**src/rtl/sirt_pkg.sv**
```systemverilog
// ----------------------------------------------------------------------------
// sirt_pkg
// Shared types, constants, microcode and helpers for the signed integer to
// radix text converter.
// ----------------------------------------------------------------------------
package sirt_pkg;

  localparam int unsigned MAX_RADIX_DEF  = 32;
  localparam int unsigned VALUE_BITS_DEF = 32;

  localparam int unsigned ALPHA_REGS = 4;
  localparam int unsigned CFG_W      = 64;
  localparam int unsigned CFG_IDX_W  = 3;
  localparam int unsigned RADIX_W    = 6;
  localparam int unsigned DIGIT_W    = 5;
  localparam int unsigned DIV_BITS   = 8;
  localparam int unsigned PC_W       = 4;

  localparam logic [7:0] CHAR_MINUS = 8'd45;
  localparam logic [7:0] CHAR_PLUS  = 8'd43;
  localparam logic [7:0] CHAR_LOW   = 8'd32;
  localparam logic [7:0] CHAR_DEL   = 8'd127;
  localparam logic [7:0] CHAR_NONE  = 8'd0;

  typedef enum logic [CFG_IDX_W-1:0] {
    CFG_ALPHA_0 = 3'd0,
    CFG_ALPHA_1 = 3'd1,
    CFG_ALPHA_2 = 3'd2,
    CFG_ALPHA_3 = 3'd3,
    CFG_RADIX   = 3'd4
  } cfg_idx_e;

  typedef logic [ALPHA_REGS-1:0][CFG_W-1:0] alpha_t;

  typedef enum logic [2:0] {
    ACT_NOP,
    ACT_LOAD,
    ACT_LEN,
    ACT_CHK,
    ACT_DIV,
    ACT_SIGN,
    ACT_DIGIT,
    ACT_ERR
  } act_e;

  typedef enum logic [3:0] {
    COND_NEXT,
    COND_ALWAYS,
    COND_NO_IN,
    COND_LEN_BAD,
    COND_CHK_MORE,
    COND_BAD,
    COND_DIV_MORE,
    COND_MAG_NZ,
    COND_DIG_MORE
  } cond_e;

  typedef struct packed {
    act_e            act;
    cond_e           cond;
    logic [PC_W-1:0] target;
  } ucode_t;

  typedef struct packed {
    logic num_valid;
    logic len_bad;
    logic chk_more;
    logic bad;
    logic div_more;
    logic mag_nz;
    logic dig_more;
    logic out_stall;
  } seq_stat_t;

  localparam logic [PC_W-1:0] PC_IDLE    = 4'd0;
  localparam logic [PC_W-1:0] PC_LEN     = 4'd1;
  localparam logic [PC_W-1:0] PC_CHK     = 4'd2;
  localparam logic [PC_W-1:0] PC_CHK_END = 4'd3;
  localparam logic [PC_W-1:0] PC_DIV     = 4'd4;
  localparam logic [PC_W-1:0] PC_DIV_END = 4'd5;
  localparam logic [PC_W-1:0] PC_SIGN    = 4'd6;
  localparam logic [PC_W-1:0] PC_DIGIT   = 4'd7;
  localparam logic [PC_W-1:0] PC_DONE    = 4'd8;
  localparam logic [PC_W-1:0] PC_ERR     = 4'd9;

  // Jump taken when cond holds, else fall through to pc + 1.
  function automatic ucode_t ucode_rom(logic [PC_W-1:0] pc);
    ucode_t w;
    unique case (pc)
      PC_IDLE:    w = '{ACT_LOAD,  COND_NO_IN,    PC_IDLE};
      PC_LEN:     w = '{ACT_LEN,   COND_LEN_BAD,  PC_ERR};
      PC_CHK:     w = '{ACT_CHK,   COND_CHK_MORE, PC_CHK};
      PC_CHK_END: w = '{ACT_NOP,   COND_BAD,      PC_ERR};
      PC_DIV:     w = '{ACT_DIV,   COND_DIV_MORE, PC_DIV};
      PC_DIV_END: w = '{ACT_NOP,   COND_MAG_NZ,   PC_DIV};
      PC_SIGN:    w = '{ACT_SIGN,  COND_NEXT,     PC_IDLE};
      PC_DIGIT:   w = '{ACT_DIGIT, COND_DIG_MORE, PC_DIGIT};
      PC_DONE:    w = '{ACT_NOP,   COND_ALWAYS,   PC_IDLE};
      PC_ERR:     w = '{ACT_ERR,   COND_ALWAYS,   PC_IDLE};
      default:    w = '{ACT_NOP,   COND_ALWAYS,   PC_IDLE};
    endcase
    return w;
  endfunction

  function automatic logic [7:0] alpha_char(alpha_t a, logic [DIGIT_W-1:0] k);
    return a[k[DIGIT_W-1:3]][{k[2:0], 3'b000} +: 8];
  endfunction

  function automatic logic char_bad(logic [7:0] c);
    return (c < CHAR_LOW) || (c >= CHAR_DEL) || (c == CHAR_PLUS) || (c == CHAR_MINUS);
  endfunction

endpackage

```
**src/rtl/sirt_num_if.sv**
```systemverilog
// ----------------------------------------------------------------------------
// sirt_num_if
// Request channel carrying one signed value to convert.
// ----------------------------------------------------------------------------
interface sirt_num_if
  import sirt_pkg::*;
#(
  parameter int unsigned VALUE_BITS = VALUE_BITS_DEF
) ();

  logic                         valid;
  logic                         ready;
  logic signed [VALUE_BITS-1:0] number;

  modport source (output valid, output number, input ready);
  modport sink   (input valid, input number, output ready);

endinterface

```
**src/rtl/sirt_chr_if.sv**
```systemverilog
// ----------------------------------------------------------------------------
// sirt_chr_if
// Result channel carrying the output characters of a request, one per transfer.
// ----------------------------------------------------------------------------
interface sirt_chr_if ();

  logic       valid;
  logic       ready;
  logic [7:0] character;
  logic       final_char;
  logic       alphabet_bad;

  modport source (output valid, output character, output final_char,
                  output alphabet_bad, input ready);
  modport sink   (input valid, input character, input final_char,
                  input alphabet_bad, output ready);

endinterface

```
**src/rtl/signed_int_to_radix_text.sv**
```systemverilog
// ----------------------------------------------------------------------------
// signed_int_to_radix_text
// Converts a signed value into characters of a configurable radix alphabet.
// ----------------------------------------------------------------------------
// Sequence: accept, length check, alphabet check over each entry, then one divide pass
//   per digit, then sign, digits and done; a bad alphabet ends in a single error result.
// Throughput: one request at a time, set by the 8-bit-per-cycle divide loop.
// Reset: configuration cleared, sequencer idle, output register empty.
module signed_int_to_radix_text
  import sirt_pkg::*;
#(
  parameter int unsigned MAX_RADIX  = MAX_RADIX_DEF,
  parameter int unsigned VALUE_BITS = VALUE_BITS_DEF
) (
  input  logic                 clk_i,
  input  logic                 rst_ni,
  input  logic                 cfg_we_i,
  input  logic [CFG_IDX_W-1:0] cfg_idx_i,
  input  logic [CFG_W-1:0]     cfg_wdata_i,
  sirt_num_if.sink             num_i,
  sirt_chr_if.source           chr_o
);

  localparam int unsigned DIV_STEPS = (VALUE_BITS + DIV_BITS - 1) / DIV_BITS;
  localparam int unsigned WB        = DIV_STEPS * DIV_BITS;
  localparam int unsigned DCNT_W    = $clog2(VALUE_BITS + 1);
  localparam int unsigned DIVC_W    = (DIV_STEPS > 1) ? $clog2(DIV_STEPS) : 1;

  ucode_t    ucode;
  seq_stat_t stat;

  alpha_t               alpha_q;
  logic [RADIX_W-1:0]   radix_q;
  logic [WB-1:0]        mag_q;
  logic [DIGIT_W-1:0]   rem_q;
  logic                 neg_q;
  logic                 bad_q;
  logic [DIGIT_W-1:0]   chk_q;
  logic [DIVC_W-1:0]    div_cnt_q;
  logic [DCNT_W-1:0]    dcnt_q;
  logic [VALUE_BITS-1:0][DIGIT_W-1:0] stk_q;
  logic                 ovalid_q;
  logic [7:0]           ochar_q;
  logic                 ofinal_q;
  logic                 obad_q;

  logic [VALUE_BITS-1:0] num_raw, num_mag;
  logic                  len_bad;
  logic [7:0]            chk_c;
  logic                  chk_dup, chk_bad;
  logic [DIGIT_W:0]      dv_t;
  logic [DIGIT_W-1:0]    dv_r;
  logic [WB-1:0]         dv_w;
  logic                  div_last;
  logic [7:0]            dig_c;
  logic                  need_out, out_free, emit;
  logic                  in_acc, push, pop;

  sirt_seq u_seq (
    .clk_i   (clk_i),
    .rst_ni  (rst_ni),
    .stat_i  (stat),
    .ucode_o (ucode)
  );

  always_comb begin
    num_raw = num_i.number;
    num_mag = num_raw[VALUE_BITS-1] ? (~num_raw + VALUE_BITS'(1)) : num_raw;
    len_bad = (radix_q < RADIX_W'(2)) || (radix_q > RADIX_W'(MAX_RADIX));
  end

  // One alphabet entry checked for a bad character and against the ones above it.
  always_comb begin
    chk_c   = alpha_char(alpha_q, chk_q);
    chk_dup = 1'b0;
    for (int j = 0; j < MAX_RADIX; j++) begin
      if ((DIGIT_W'(j) > chk_q) && (RADIX_W'(j) < radix_q) &&
          (alpha_char(alpha_q, DIGIT_W'(j)) == chk_c)) begin
        chk_dup = 1'b1;
      end
    end
    chk_bad = char_bad(chk_c) || chk_dup;
  end

  // Restoring divide, DIV_BITS quotient bits per cycle.
  always_comb begin
    dv_r = rem_q;
    dv_w = mag_q;
    dv_t = '0;
    for (int b = 0; b < DIV_BITS; b++) begin
      dv_t = {dv_r, dv_w[WB-1]};
      dv_w = {dv_w[WB-2:0], 1'b0};
      if (dv_t >= radix_q) begin
        dv_t    = dv_t - radix_q;
        dv_w[0] = 1'b1;
      end
      dv_r = dv_t[DIGIT_W-1:0];
    end
  end

  always_comb begin
    dig_c    = alpha_char(alpha_q, stk_q[0]);
    div_last = (div_cnt_q == DIVC_W'(DIV_STEPS - 1));
    need_out = ((ucode.act == ACT_SIGN) && neg_q) || (ucode.act == ACT_DIGIT) ||
               (ucode.act == ACT_ERR);
    out_free = !ovalid_q || chr_o.ready;
    emit     = need_out && out_free;
    in_acc   = (ucode.act == ACT_LOAD) && num_i.valid;
    push     = (ucode.act == ACT_DIV) && div_last;
    pop      = (ucode.act == ACT_DIGIT) && out_free;
  end

  always_comb begin
    stat.num_valid = num_i.valid;
    stat.len_bad   = len_bad;
    stat.chk_more  = (RADIX_W'(chk_q) + RADIX_W'(1)) < radix_q;
    stat.bad       = bad_q;
    stat.div_more  = !div_last;
    stat.mag_nz    = |mag_q;
    stat.dig_more  = (dcnt_q != DCNT_W'(1));
    stat.out_stall = need_out && !out_free;
  end

  assign num_i.ready        = (ucode.act == ACT_LOAD);
  assign chr_o.valid        = ovalid_q;
  assign chr_o.character    = ochar_q;
  assign chr_o.final_char   = ofinal_q;
  assign chr_o.alphabet_bad = obad_q;

  // Configuration and control state.
  always_ff @(posedge clk_i or negedge rst_ni) begin
    if (!rst_ni) begin
      alpha_q   <= '0;
      radix_q   <= '0;
      neg_q     <= 1'b0;
      bad_q     <= 1'b0;
      chk_q     <= '0;
      div_cnt_q <= '0;
      dcnt_q    <= '0;
      ovalid_q  <= 1'b0;
    end else begin
      if (cfg_we_i) begin
        case (cfg_idx_e'(cfg_idx_i))
          CFG_ALPHA_0: alpha_q[0] <= cfg_wdata_i;
          CFG_ALPHA_1: alpha_q[1] <= cfg_wdata_i;
          CFG_ALPHA_2: alpha_q[2] <= cfg_wdata_i;
          CFG_ALPHA_3: alpha_q[3] <= cfg_wdata_i;
          CFG_RADIX:   radix_q    <= cfg_wdata_i[RADIX_W-1:0];
          default: begin
          end
        endcase
      end
      if (in_acc) begin
        neg_q     <= num_raw[VALUE_BITS-1];
        div_cnt_q <= '0;
        dcnt_q    <= '0;
      end
      if (ucode.act == ACT_LEN) begin
        bad_q <= len_bad;
        chk_q <= '0;
      end
      if (ucode.act == ACT_CHK) begin
        bad_q <= bad_q | chk_bad;
        chk_q <= chk_q + DIGIT_W'(1);
      end
      if (ucode.act == ACT_DIV) begin
        div_cnt_q <= div_last ? '0 : div_cnt_q + DIVC_W'(1);
      end
      if (push) begin
        dcnt_q <= dcnt_q + DCNT_W'(1);
      end else if (pop) begin
        dcnt_q <= dcnt_q - DCNT_W'(1);
      end
      if (emit) begin
        ovalid_q <= 1'b1;
      end else if (chr_o.ready) begin
        ovalid_q <= 1'b0;
      end
    end
  end

  // Datapath payload.
  always_ff @(posedge clk_i) begin
    if (in_acc) begin
      mag_q <= WB'(num_mag);
      rem_q <= '0;
    end
    if (ucode.act == ACT_DIV) begin
      mag_q <= dv_w;
      rem_q <= div_last ? '0 : dv_r;
    end
    if (push) begin
      stk_q[0] <= dv_r;
      for (int k = 1; k < VALUE_BITS; k++) begin
        stk_q[k] <= stk_q[k-1];
      end
    end else if (pop) begin
      for (int k = 0; k < VALUE_BITS - 1; k++) begin
        stk_q[k] <= stk_q[k+1];
      end
    end
    if (emit) begin
      case (ucode.act)
        ACT_SIGN: begin
          ochar_q  <= CHAR_MINUS;
          ofinal_q <= 1'b0;
          obad_q   <= 1'b0;
        end
        ACT_DIGIT: begin
          ochar_q  <= dig_c;
          ofinal_q <= (dcnt_q == DCNT_W'(1));
          obad_q   <= 1'b0;
        end
        ACT_ERR: begin
          ochar_q  <= CHAR_NONE;
          ofinal_q <= 1'b1;
          obad_q   <= 1'b1;
        end
        default: begin
        end
      endcase
    end
  end

  a_stack_bound: assert property (@(posedge clk_i) disable iff (!rst_ni)
    dcnt_q <= DCNT_W'(VALUE_BITS))
    else $error("digit stack overflow");

  a_accept_empty: assert property (@(posedge clk_i) disable iff (!rst_ni)
    (num_i.valid && num_i.ready) |-> (dcnt_q == '0))
    else $error("request accepted with digits pending");

  a_digit_nonempty: assert property (@(posedge clk_i) disable iff (!rst_ni)
    (ucode.act == ACT_DIGIT) |-> (dcnt_q != '0))
    else $error("digit output from empty stack");

  a_err_result: assert property (@(posedge clk_i) disable iff (!rst_ni)
    (emit && (ucode.act == ACT_ERR)) |=> (ovalid_q && ofinal_q && obad_q))
    else $error("error result not flagged as last");

endmodule

```
**src/rtl/sirt_seq.sv**
```systemverilog
// ----------------------------------------------------------------------------
// sirt_seq
// Microcode sequencer: step counter, control ROM and conditional jumps.
// ----------------------------------------------------------------------------
module sirt_seq
  import sirt_pkg::*;
(
  input  logic      clk_i,
  input  logic      rst_ni,
  input  seq_stat_t stat_i,
  output ucode_t    ucode_o
);

  logic [PC_W-1:0] pc_q, pc_d;
  logic            jump;

  always_comb begin
    ucode_o = ucode_rom(pc_q);
  end

  always_comb begin
    unique case (ucode_o.cond)
      COND_NEXT:     jump = 1'b0;
      COND_ALWAYS:   jump = 1'b1;
      COND_NO_IN:    jump = !stat_i.num_valid;
      COND_LEN_BAD:  jump = stat_i.len_bad;
      COND_CHK_MORE: jump = stat_i.chk_more;
      COND_BAD:      jump = stat_i.bad;
      COND_DIV_MORE: jump = stat_i.div_more;
      COND_MAG_NZ:   jump = stat_i.mag_nz;
      COND_DIG_MORE: jump = stat_i.dig_more;
      default:       jump = 1'b1;
    endcase
    priority if (stat_i.out_stall) begin
      pc_d = pc_q;
    end else if (jump) begin
      pc_d = ucode_o.target;
    end else begin
      pc_d = pc_q + PC_W'(1);
    end
  end

  always_ff @(posedge clk_i or negedge rst_ni) begin
    if (!rst_ni) begin
      pc_q <= PC_IDLE;
    end else begin
      pc_q <= pc_d;
    end
  end

endmodule

```
**src/flat_wrapper.sv**
```systemverilog
// flat-port wrapper written by rule: the top's interface ports become plain ports
module signed_int_to_radix_text_flat import sirt_pkg::*;
#(
  parameter int unsigned MAX_RADIX  = MAX_RADIX_DEF,
  parameter int unsigned VALUE_BITS = VALUE_BITS_DEF
)
  (clk_i, rst_ni, cfg_we_i, cfg_idx_i, cfg_wdata_i, num_i_valid, num_i_number, num_i_ready, chr_o_valid, chr_o_character, chr_o_final_char, chr_o_alphabet_bad, chr_o_ready);
  sirt_num_if #(.VALUE_BITS(VALUE_BITS)) num_i_i ();
  sirt_chr_if chr_o_i ();
  input  logic clk_i;
  input  logic rst_ni;
  input  logic cfg_we_i;
  input  logic [CFG_IDX_W-1:0] cfg_idx_i;
  input  logic [CFG_W-1:0] cfg_wdata_i;
  input wire logic [$bits(num_i_i.valid)-1:0] num_i_valid;
  input wire logic [$bits(num_i_i.number)-1:0] num_i_number;
  output wire logic [$bits(num_i_i.ready)-1:0] num_i_ready;
  output wire logic [$bits(chr_o_i.valid)-1:0] chr_o_valid;
  output wire logic [$bits(chr_o_i.character)-1:0] chr_o_character;
  output wire logic [$bits(chr_o_i.final_char)-1:0] chr_o_final_char;
  output wire logic [$bits(chr_o_i.alphabet_bad)-1:0] chr_o_alphabet_bad;
  input wire logic [$bits(chr_o_i.ready)-1:0] chr_o_ready;
  assign num_i_i.valid = num_i_valid;
  assign num_i_i.number = num_i_number;
  assign num_i_ready = num_i_i.ready;
  assign chr_o_valid = chr_o_i.valid;
  assign chr_o_character = chr_o_i.character;
  assign chr_o_final_char = chr_o_i.final_char;
  assign chr_o_alphabet_bad = chr_o_i.alphabet_bad;
  assign chr_o_i.ready = chr_o_ready;
  signed_int_to_radix_text #(.MAX_RADIX(MAX_RADIX), .VALUE_BITS(VALUE_BITS)) u_core (.clk_i(clk_i), .rst_ni(rst_ni), .cfg_we_i(cfg_we_i), .cfg_idx_i(cfg_idx_i), .cfg_wdata_i(cfg_wdata_i), .num_i(num_i_i), .chr_o(chr_o_i));
endmodule
```
**config.mk**
```make
export PLATFORM = sky130hd
export DESIGN_NAME = signed_int_to_radix_text_flat
export DESIGN_NICKNAME = d
export VERILOG_FILES = /design/src/rtl/sirt_pkg.sv /design/src/rtl/sirt_num_if.sv /design/src/rtl/sirt_chr_if.sv /design/src/rtl/signed_int_to_radix_text.sv /design/src/rtl/sirt_seq.sv /design/src/flat_wrapper.sv
export SDC_FILE = /design/constraint.sdc
export NUM_CORES = 1
export LEC_CHECK = 0
export ABC_AREA = 1
export BUFFER_PORTS_ARGS = -buffer_cell sky130_fd_sc_hd__buf_4
export CAP_MARGIN = 40
export CORE_MARGIN = 1.5
export CORE_UTILIZATION = 55
export DETAILED_ROUTE_END_ITERATION = 10
export PLACE_DENSITY = 0.79
export SLEW_MARGIN = 30
export SYNTH_ARGS = -nofsm -noshare
export SYNTH_HDL_FRONTEND = slang
export SYNTH_HIERARCHICAL = 1
export SYNTH_SLANG_ARGS = --single-unit
```
**constraint.sdc**
```tcl
create_clock -name clk_i -period 31.1 [get_ports clk_i]
set_clock_uncertainty 0.05 [all_clocks]
set_input_delay 9.33 -clock clk_i [delete_from_list [all_inputs] [get_ports clk_i]]
set_output_delay 9.33 -clock clk_i [all_outputs]
set_load 0.05 [all_outputs]
```
; ---- Word level (Yosys, flattened, before mapping)
; Memories as Yosys holds them, arrays and structs flattened.
; Cells that the tools add are included.
[op_classes]
add_sub_neg = 15
magnitude_cmp = 79
eq_ne = 55
shifts = 2
mux = 77
bitwise_logic = 2
reduce_logical = 100
[op_table]
columns = operator, n
row1 = 155-bit 2-to-1 mux, 2
row2 = 64-bit binary-select mux with 2-bit select, 2
row3 = 8-bit equality test, 32
row4 = 64-bit 2-to-1 mux, 2
row5 = 64-bit by 7-bit indexed part select with 8-bit output, 2
row6 = "5-bit by 6-bit less-than comparator with 1-bit output, first input constant", 16
row7 = 32-bit 2-to-1 mux, 3
row8 = "5-bit > comparator, first input constant", 16
row9 = 1-bit logical AND, 70
row10 = 5-bit 2-to-1 mux, 13
row11 = 6-bit >= comparator, 8
row12 = "4-bit by 6-bit less-than comparator with 1-bit output, first input constant", 8
row13 = 1-bit 2-to-1 mux, 44
row14 = "4-bit by 5-bit > comparator with 1-bit output, first input constant", 8
row15 = 5-bit subtractor, 8
row16 = "32-bit by 1-bit adder with 32-bit output, second input constant", 1
row17 = 32-bit NOT, 1
row18 = 32-bit OR reduction, 1
row19 = "3-bit by 6-bit less-than comparator with 1-bit output, first input constant", 4
row20 = 8-bit one-hot mux with 3 select lines, 1
row21 = "3-bit by 5-bit > comparator with 1-bit output, first input constant", 4
row22 = 6-bit 2-to-1 mux, 3
row23 = "4-bit by 3-bit equality test with 1-bit output, second input constant", 4
row24 = "8-bit by 6-bit equality test with 1-bit output, second input constant", 2
row25 = 38 further kinds, 75
[word_totals]
reg_bits = 489
rom_bits = 176
inputBits = 104
memories = 1
[mem_list]
columns = memory, words, width, rd, rd_ports_with_merged_regs, write_ports, line
row1 = (name not given), 16, 11, 1, 0, 0, sirt_pkg.sv:89  ; unique case (pc)

; ---- Depth between registers and ports, before layout
; Gate-level depths: netlist of the first run.
[depth]
word_depth = 40
mapped_depth = 74
depth_no_buf = 73

; ---- Cells and area by module
; Netlist of the first run, hierarchy kept.
[modules_own_cells]
columns = module, instances, cells_per_inst, area_per_inst_um2, seq_area_each_um2
row1 = signed_int_to_radix_text, 1, 4486, 31599.1, 13172.6
row2 = sirt_seq, 1, 96, 676.9, 100.1

; ---- Worst setup path before layout of the first run
; OpenSTA, ideal clock, no wires.
[synth_path]
kind = input to register
startpoint = input port chr_o_ready
endpoint = register u_core/stk_q[0] in the netlist's numbering, enable pin
arrival_time_ns = 12.733
path_slack_ns = 17.808
cell_stages = 4
path_buffers = 0
path_cell_list = nor2_1 nor2_1 nor2_1 inv_1
[synth_via]
elab_chain_len = 3
[synth_lines]
columns = element, line
row1 = from (decl), flat_wrapper.sv:22  ; input wire logic [$bits(chr_o_i.ready)-1:0] chr_o_ready;
row2 = 1-bit logical OR, signed_int_to_radix_text.sv:106  ; out_free = !ovalid_q || chr_o.ready;
row3 = 1-bit logical AND, signed_int_to_radix_text.sv:110  ; pop = (ucode.act == ACT_DIGIT) && out_free;
row4 = 2-bit nonzero test (no source line), --
row5 = "to (signal, indexed assignment)", signed_int_to_radix_text.sv:195  ; stk_q[k] <= stk_q[k-1];
row6 = "to (signal, indexed assignment)", signed_int_to_radix_text.sv:199  ; stk_q[k] <= stk_q[k+1];
row7 = to (decl), signed_int_to_radix_text.sv:41  ; logic [VALUE_BITS-1:0][DIGIT_W-1:0] stk_q;
; No other way between the ends.
; A chain may end at the register's enable or synchronous reset.

; ---- Worst setup path in the final report of the first run
[layout_path]
startpoint = register u_core.radix_q[1]
endpoint = register u_core/stk_q[0] in the netlist's numbering, data pin
[layout_via]
elab_chain_len = 17
[layout_lines]
columns = element, line
row1 = from (decl), signed_int_to_radix_text.sv:33  ; logic [RADIX_W-1:0] radix_q;
row2 = from (signal assigned), signed_int_to_radix_text.sv:148  ; CFG_RADIX: radix_q <= cfg_wdata_i[RADIX_W-1:0];
row3 = 5-bit subtractor or 6-bit >= comparator (tied branches), "signed_int_to_radix_text.sv:94, signed_int_to_radix_text.sv:93"
row4 = 5-bit 2-to-1 mux, signed_int_to_radix_text.sv:93  ; if (dv_t >= radix_q) begin
row5 = 5-bit subtractor or 6-bit >= comparator (tied branches), "signed_int_to_radix_text.sv:94, signed_int_to_radix_text.sv:93"
row6 = 5-bit 2-to-1 mux, signed_int_to_radix_text.sv:93
row7 = 5-bit subtractor or 6-bit >= comparator (tied branches), "signed_int_to_radix_text.sv:94, signed_int_to_radix_text.sv:93"
row8 = 5-bit 2-to-1 mux, signed_int_to_radix_text.sv:93
row9 = 5-bit subtractor or 6-bit >= comparator (tied branches), "signed_int_to_radix_text.sv:94, signed_int_to_radix_text.sv:93"
row10 = 5-bit 2-to-1 mux, signed_int_to_radix_text.sv:93
row11 = 6-bit >= comparator or 5-bit subtractor (tied branches), "signed_int_to_radix_text.sv:93, signed_int_to_radix_text.sv:94"
row12 = 5-bit 2-to-1 mux, signed_int_to_radix_text.sv:93
row13 = 5-bit subtractor or 6-bit >= comparator (tied branches), "signed_int_to_radix_text.sv:94, signed_int_to_radix_text.sv:93"
row14 = 5-bit 2-to-1 mux, signed_int_to_radix_text.sv:93
row15 = 5-bit subtractor or 6-bit >= comparator (tied branches), "signed_int_to_radix_text.sv:94, signed_int_to_radix_text.sv:93"
row16 = 5-bit 2-to-1 mux, signed_int_to_radix_text.sv:93
row17 = 6-bit >= comparator (*), signed_int_to_radix_text.sv:93
row18 = 5-bit 2-to-1 mux (*), signed_int_to_radix_text.sv:93
row19 = 155-bit 2-to-1 mux (*), signed_int_to_radix_text.sv:192  ; if (push) begin
; Every way passes the cells marked *; elsewhere a longest branch is shown, timed or not.

==> metrics.yaml, run 1 <==
global_route:
  grt_overflow_total: 0
  grt_max_degree: 84
  grt_pass1_vias: 28851
  antenna_found_initial: 2
  grt_usage_pct: 35.1
  grt_pass1_wl_um: 164000
clock_tree:
  post_cts_buffers: 0
  clkSlewWorstSetupHoldPaths_ns: 0.07
  tritoncts: "built"
  root_buffer: "clkbuf_16"
  htreeDepth: 2
  cts_resized: 0
  cts.path.max_buffers: 3
  ctsHoldBuffers: 0
  cts.sinks: 489
  clk-insertion-delay-late_ns: 0.66
  cts_buffers: 52
route:
  firstDrtPassIters: 8
  drc_errors: 0
  wl_per_cell_um: 19.8
  dr.first_iter.drc_count: 4081
  postRouteAntennaNets: 0
  avgViaCountPerCell: 5.86
  num_vias: 31433
  finalWirelength_um: 106000
cells_and_area:
  antenna_cells: 0
  multiInputGateArea_mm2: 0.0164
  fin_nets: 4741
  fill_cells: 5304
  area.sequential_mm2: 0.0133
  final_area_mm2: 0.0353
  drive_gt1_share_pct: 7.10
  syn2layout_area_growth_pct: 9.50
worst_setup_path:
  cp_num_buf_inv: 12
  max_stage_delay_ns: 0.59
  critPathKind: "register to register"
  cp_max_fo: 15
  crit_family: "compound AO/OA/AOI/OAI gates"
  startpoint: "u_core/radix_q[1]"
  r2r-end: "u_core/stk_q[0]"
  critPathMostFrequentCell: "inv_1"
  worstPathArrival_ns: 14.54
  worst_ep_required_time_ns: 31.42
  rr_startpoint: "u_core/radix_q[1]"
  r2r_slack_ns: 16.88
  start_kind: "register"
  end_kind: "register"
  reg2regPathDepth: 62
  critPathSlowestCell: "fa_1"
floorplanning:
  io_pins: 116
  rows: 88
  die_y_um: 245
  coreArea_mm2: 0.0578
  die_w_um: 245
  die_area_mm2: 0.0601
  initial_utilization_pct: 55.8
status:
  outcome: "finished clean"
min_path:
  hold_path.class: "register to register"
  worstHoldEndpoint: "u_core/stk_q[158]"
  min_from: "u_core/stk_q[153]"
  whs_path_depth: 0
sta:
  tightest_slew_ns: 0.913
  fmax_mhz: 70.3
  rsz0062_at_grt: "no"
  setup_viol: 0
  period_needed_ns: 14.22
  fin_setup_tns_ns: 0
  slew_viol_final: 0
  finalHoldViolCount: 0
  fin_crit_sh_pct: 45.7
  relSlewSlack_pct: 39.0
flow_run:
  maxCapViolations: 0
synthesis:
  syn-num-nets: 4760
  avgSynthCellArea_um2: 7.05
  netlist_area_mm2: 0.0323
  postSynthCellCount: 4579
  yosys_warnings: 6
place:
  portBuffers: 115
  placed_cell_area_mm2: 0.0335
  gp_congestion: 1.06
  dp_hpwl_um: 71800
## layer usage
layer	global-route usage, %	share of wire [%]
met5	0	0.026
met4	19.0	6.1
met3	7.18	11
met2	52.7	43
met1	47.6	40
## sequential cells by signal, indices dropped and copies added (netlist names)
| register | cells |
|---|---|
| u_core/alpha_q | 256 |
| u_core/stk_q | 160 |
| u_core/mag_q | 32 |
| u_core/chr_o.character | 8 |
| u_core/dcnt_q | 6 |
| u_core/radix_q | 6 |
| u_core/chk_q | 5 |
| u_core/rem_q | 5 |
| u_core/u_seq/pc_q | 4 |
| u_core/div_cnt_q | 2 |
| u_core/bad_q | 1 |
| u_core/chr_o.alphabet_bad | 1 |
| u_core/chr_o.final_char | 1 |
| u_core/chr_o.valid | 1 |
| u_core/neg_q | 1 |
## worst register-to-register path, delay by kind of cell, from the launching register on
| kind | cells | cell delay (ns) |
|---|---|---|
| fa+ha+maj | 8 | 3.44 |
| flops | 1 | 0.32 |
| compound gates | 23 | 5.46 |
| simple gates | 19 | 2.63 |
| buf+inv | 12 | 2.03 |
## final cells by class
| cell class | instances | area share [%] |
|---|---|---|
| inverter | 371 | 3.98 |
| timing repair buffer | 169 | 4.09 |
| tap | 765 | 2.71 |
| clock buffer | 62 | 3.93 |
| multi-input combinational | 3477 | 46.5 |
| sequential | 489 | 37.6 |
| clock inverter | 35 | 1.20 |
## worst max-delay path by stage
| stage | endpoint | slack (ns) | depth (start not counted) |
|---|---|---|---|
| 2_1_floorplan | u_core/stk_q[0] | 17.81 | 4 |
| 6_report | u_core/stk_q[0] | 16.88 | 62 |
| 5_1_grt | u_core/stk_q[2] | 15.57 | 63 |
| 4_1_cts | u_core/stk_q[0] | 17.02 | 62 |
| 3_5_place_dp | u_core/stk_q[2] | 17.09 | 62 |
| 3_3_place_gp | u_core/stk_q[2] | 17.44 | 62 |
## placed cells by master (no fill, tap or decap), drive strengths merged, types with 2 or more instances in the layout
cell,count
a211o,2
a211oi,4
a21oi,157
a221o,2
a31oi,16
a41oi,2
buf,168
bufinv,6
clkbuf,63
clkinv,27
clkinvlp,2
dfrtp,282
edfxtp,207
fa,8
ha,69
inv,371
nand2,1737
nand3,198
nand3b,9
nand4,18
nor2,412
nor3,29
nor4,11
o2111ai,2
o211ai,32
o21a,4
o21ai,591
o221ai,9
o22ai,12
o311ai,3
o31ai,5
or2,6
xnor2,60
xor2,68
## metrics by stage
stage	utilization (%)	instances	hold slack, ns	worst slack (ns)
after CTS	61.0	5365	0.409	17.02
after floorplan	-	4579	0.377	17.81
final	61.1	5368	0.411	16.88
after global routing	61.1	5368	0.414	15.57
after global placement	57.5	5259	0.384	17.44
after detailed placement	57.9	5268	0.391	17.09
Power of run 1 is left out: the tool's default activity adds up to more than one toggle a clock period on the data nets, which glitch-free logic cannot reach.
==> run 2, diff against run 1 <==
==> constraint.sdc (replaced) <==
create_clock -name clk_i -period 14.79 [get_ports clk_i]
set_clock_uncertainty 0.05 [all_clocks]
set_input_delay 4.437 -clock clk_i [delete_from_list [all_inputs] [get_ports clk_i]]
set_output_delay 4.437 -clock clk_i [all_outputs]
set_load 0.05 [all_outputs]
==> metrics.yaml, run 2 (synthesized netlist as in run 1, its figures left out) <==
status:
  outcome: "finished clean"
route:
  dr.first_iter.drc_count: 4104
  drc_errors: 0
  num_vias: 31215
  avgViaCountPerCell: 5.80
  firstDrtPassIters: 7
  postRouteAntennaNets: 0
  wl_per_cell_um: 19.7
  finalWirelength_um: 106000
place:
  gp_congestion: 1.06
  post-place-ws_ns: 0.797
  numPlacedInstances: 5269
  dp_hpwl_um: 71400
  portBuffers: 115
worst_setup_path:
  start_kind: "register"
  worst_ep_required_time_ns: 15.11
  worstPathArrival_ns: 13.78
  critPathSlowestCell: "dfrtp_1"
  critPathKind: "register to register"
  crit_family: "compound AO/OA/AOI/OAI gates"
  cp_max_fo: 11
  max_stage_delay_ns: 0.52
  end_kind: "register"
  critPathMostFrequentCell: "inv_1"
  cp_num_buf_inv: 11
clock_tree:
  clk-insertion-delay-late_ns: 0.65
  clkSlewWorstSetupHoldPaths_ns: 0.06
  cts.sinks: 489
  root_buffer: "clkbuf_16"
  cts.path.max_buffers: 3
  ctsHoldBuffers: 0
  htreeDepth: 2
  tritoncts: "built"
  cts_buffers: 53
global_route:
  use_met1_pct: 47.7
  grt_max_degree: 102
  grt_overflow_total: 0
  antenna_found_initial: 1
  grt_util_met3_pct: 7.76
  grt_pass1_wl_um: 165000
  grt_usage_pct: 35.2
  busiest_layer: "met2"
  grt_pass1_vias: 28699
  use_met2_pct: 52.3
sta:
  fmax_mhz: 74.3
  fin_setup_tns_ns: 0
  finalHoldViolCount: 0
  setup_slack_ns: 1.33
  tightest_slew_ns: 0.962
  relSlewSlack_pct: 35.9
  period_needed_ns: 13.46
  slew_viol_final: 0
  setup_viol: 0
  rsz0062_at_grt: "no"
  fin_crit_sh_pct: 91.0
cells_and_area:
  final_common_cell: "nand2_1"
  drive_gt1_share_pct: 7.35
  fill_cells: 5220
  multiInputGateArea_mm2: 0.0164
  area.sequential_mm2: 0.0133
  regMostFlops: "u_core/alpha_q"
  fin_cells: 5379
  largest_register_ffs: 256
  syn2layout_area_growth_pct: 10.1
  largestRegisters: "u_core/alpha_q (256), u_core/stk_q (160), u_core/mag_q (32)"
  fin_nets: 4750
  antenna_cells: 0
  mostFrequentLayoutCells: "nand2_1, o21ai_0, nor2_1"
  final_core_util_pct: 61.4
min_path:
  hold_path.class: "register to register"
floorplanning:
  die_area_mm2: 0.0601
  die_w_um: 245
  rows: 88
  initial_utilization_pct: 55.8
  io_pins: 116
  coreArea_mm2: 0.0578
  die_y_um: 245
flow_run:
  maxCapViolations: 0
==> run 2: worst paths after layout <==
kind / slack [ns] / cells past startpoint / to / start
hold / removal: 0.40 / 0 / u_core/stk_q[157] / u_core/stk_q[152]
max in group asynchronous: 9.11 / 5 / u_core/div_cnt_q[1] / rst_ni
min in group asynchronous: 3.76 / 1 / u_core/alpha_q[204] / rst_ni
setup reg to reg: 1.33 / 60 / u_core/stk_q[2] / u_core/radix_q[2]
setup / recovery: 1.33 / 60 / u_core/stk_q[2] / u_core/radix_q[2]
hold reg to reg: 0.40 / 0 / u_core/stk_q[157] / u_core/stk_q[152]
==> run 2: metrics by stage <==
stage	cell area, um2	hold WS, ns
2_1_floorplan	32300	0.377
5_1_grt	35500	0.416
6_report	35500	0.400
4_1_cts	35400	0.407
3_5_place_dp	33400	0.391
3_3_place_gp	33300	0.384
==> run 2: metal layers <==
| layer | wire length [um] | share of wire, % |
|---|---|---|
| met1 | 42300 | 40 |
| met5 | 12 | 0.011 |
| met3 | 12100 | 11 |
| met4 | 6020 | 5.7 |
| met2 | 45300 | 43 |
==> run 2: timing repair <==
action,CTS,global route
setup endpoints to repair,0,11
setup buffers,0,5
resized for setup,0,5
==> run 2: area by class of cell <==
cell class                      instances  area share (%)
Timing Repair Buffer                  177            4.24
Sequential cell                       489            37.4
Clock inverter                         36            1.46
Multi-Input combinational cell       3477            46.3
Tap cell                              765            2.69
Inverter                              371            3.98
Clock buffer                           64            3.96
Power of run 2 is left out for the same reason.
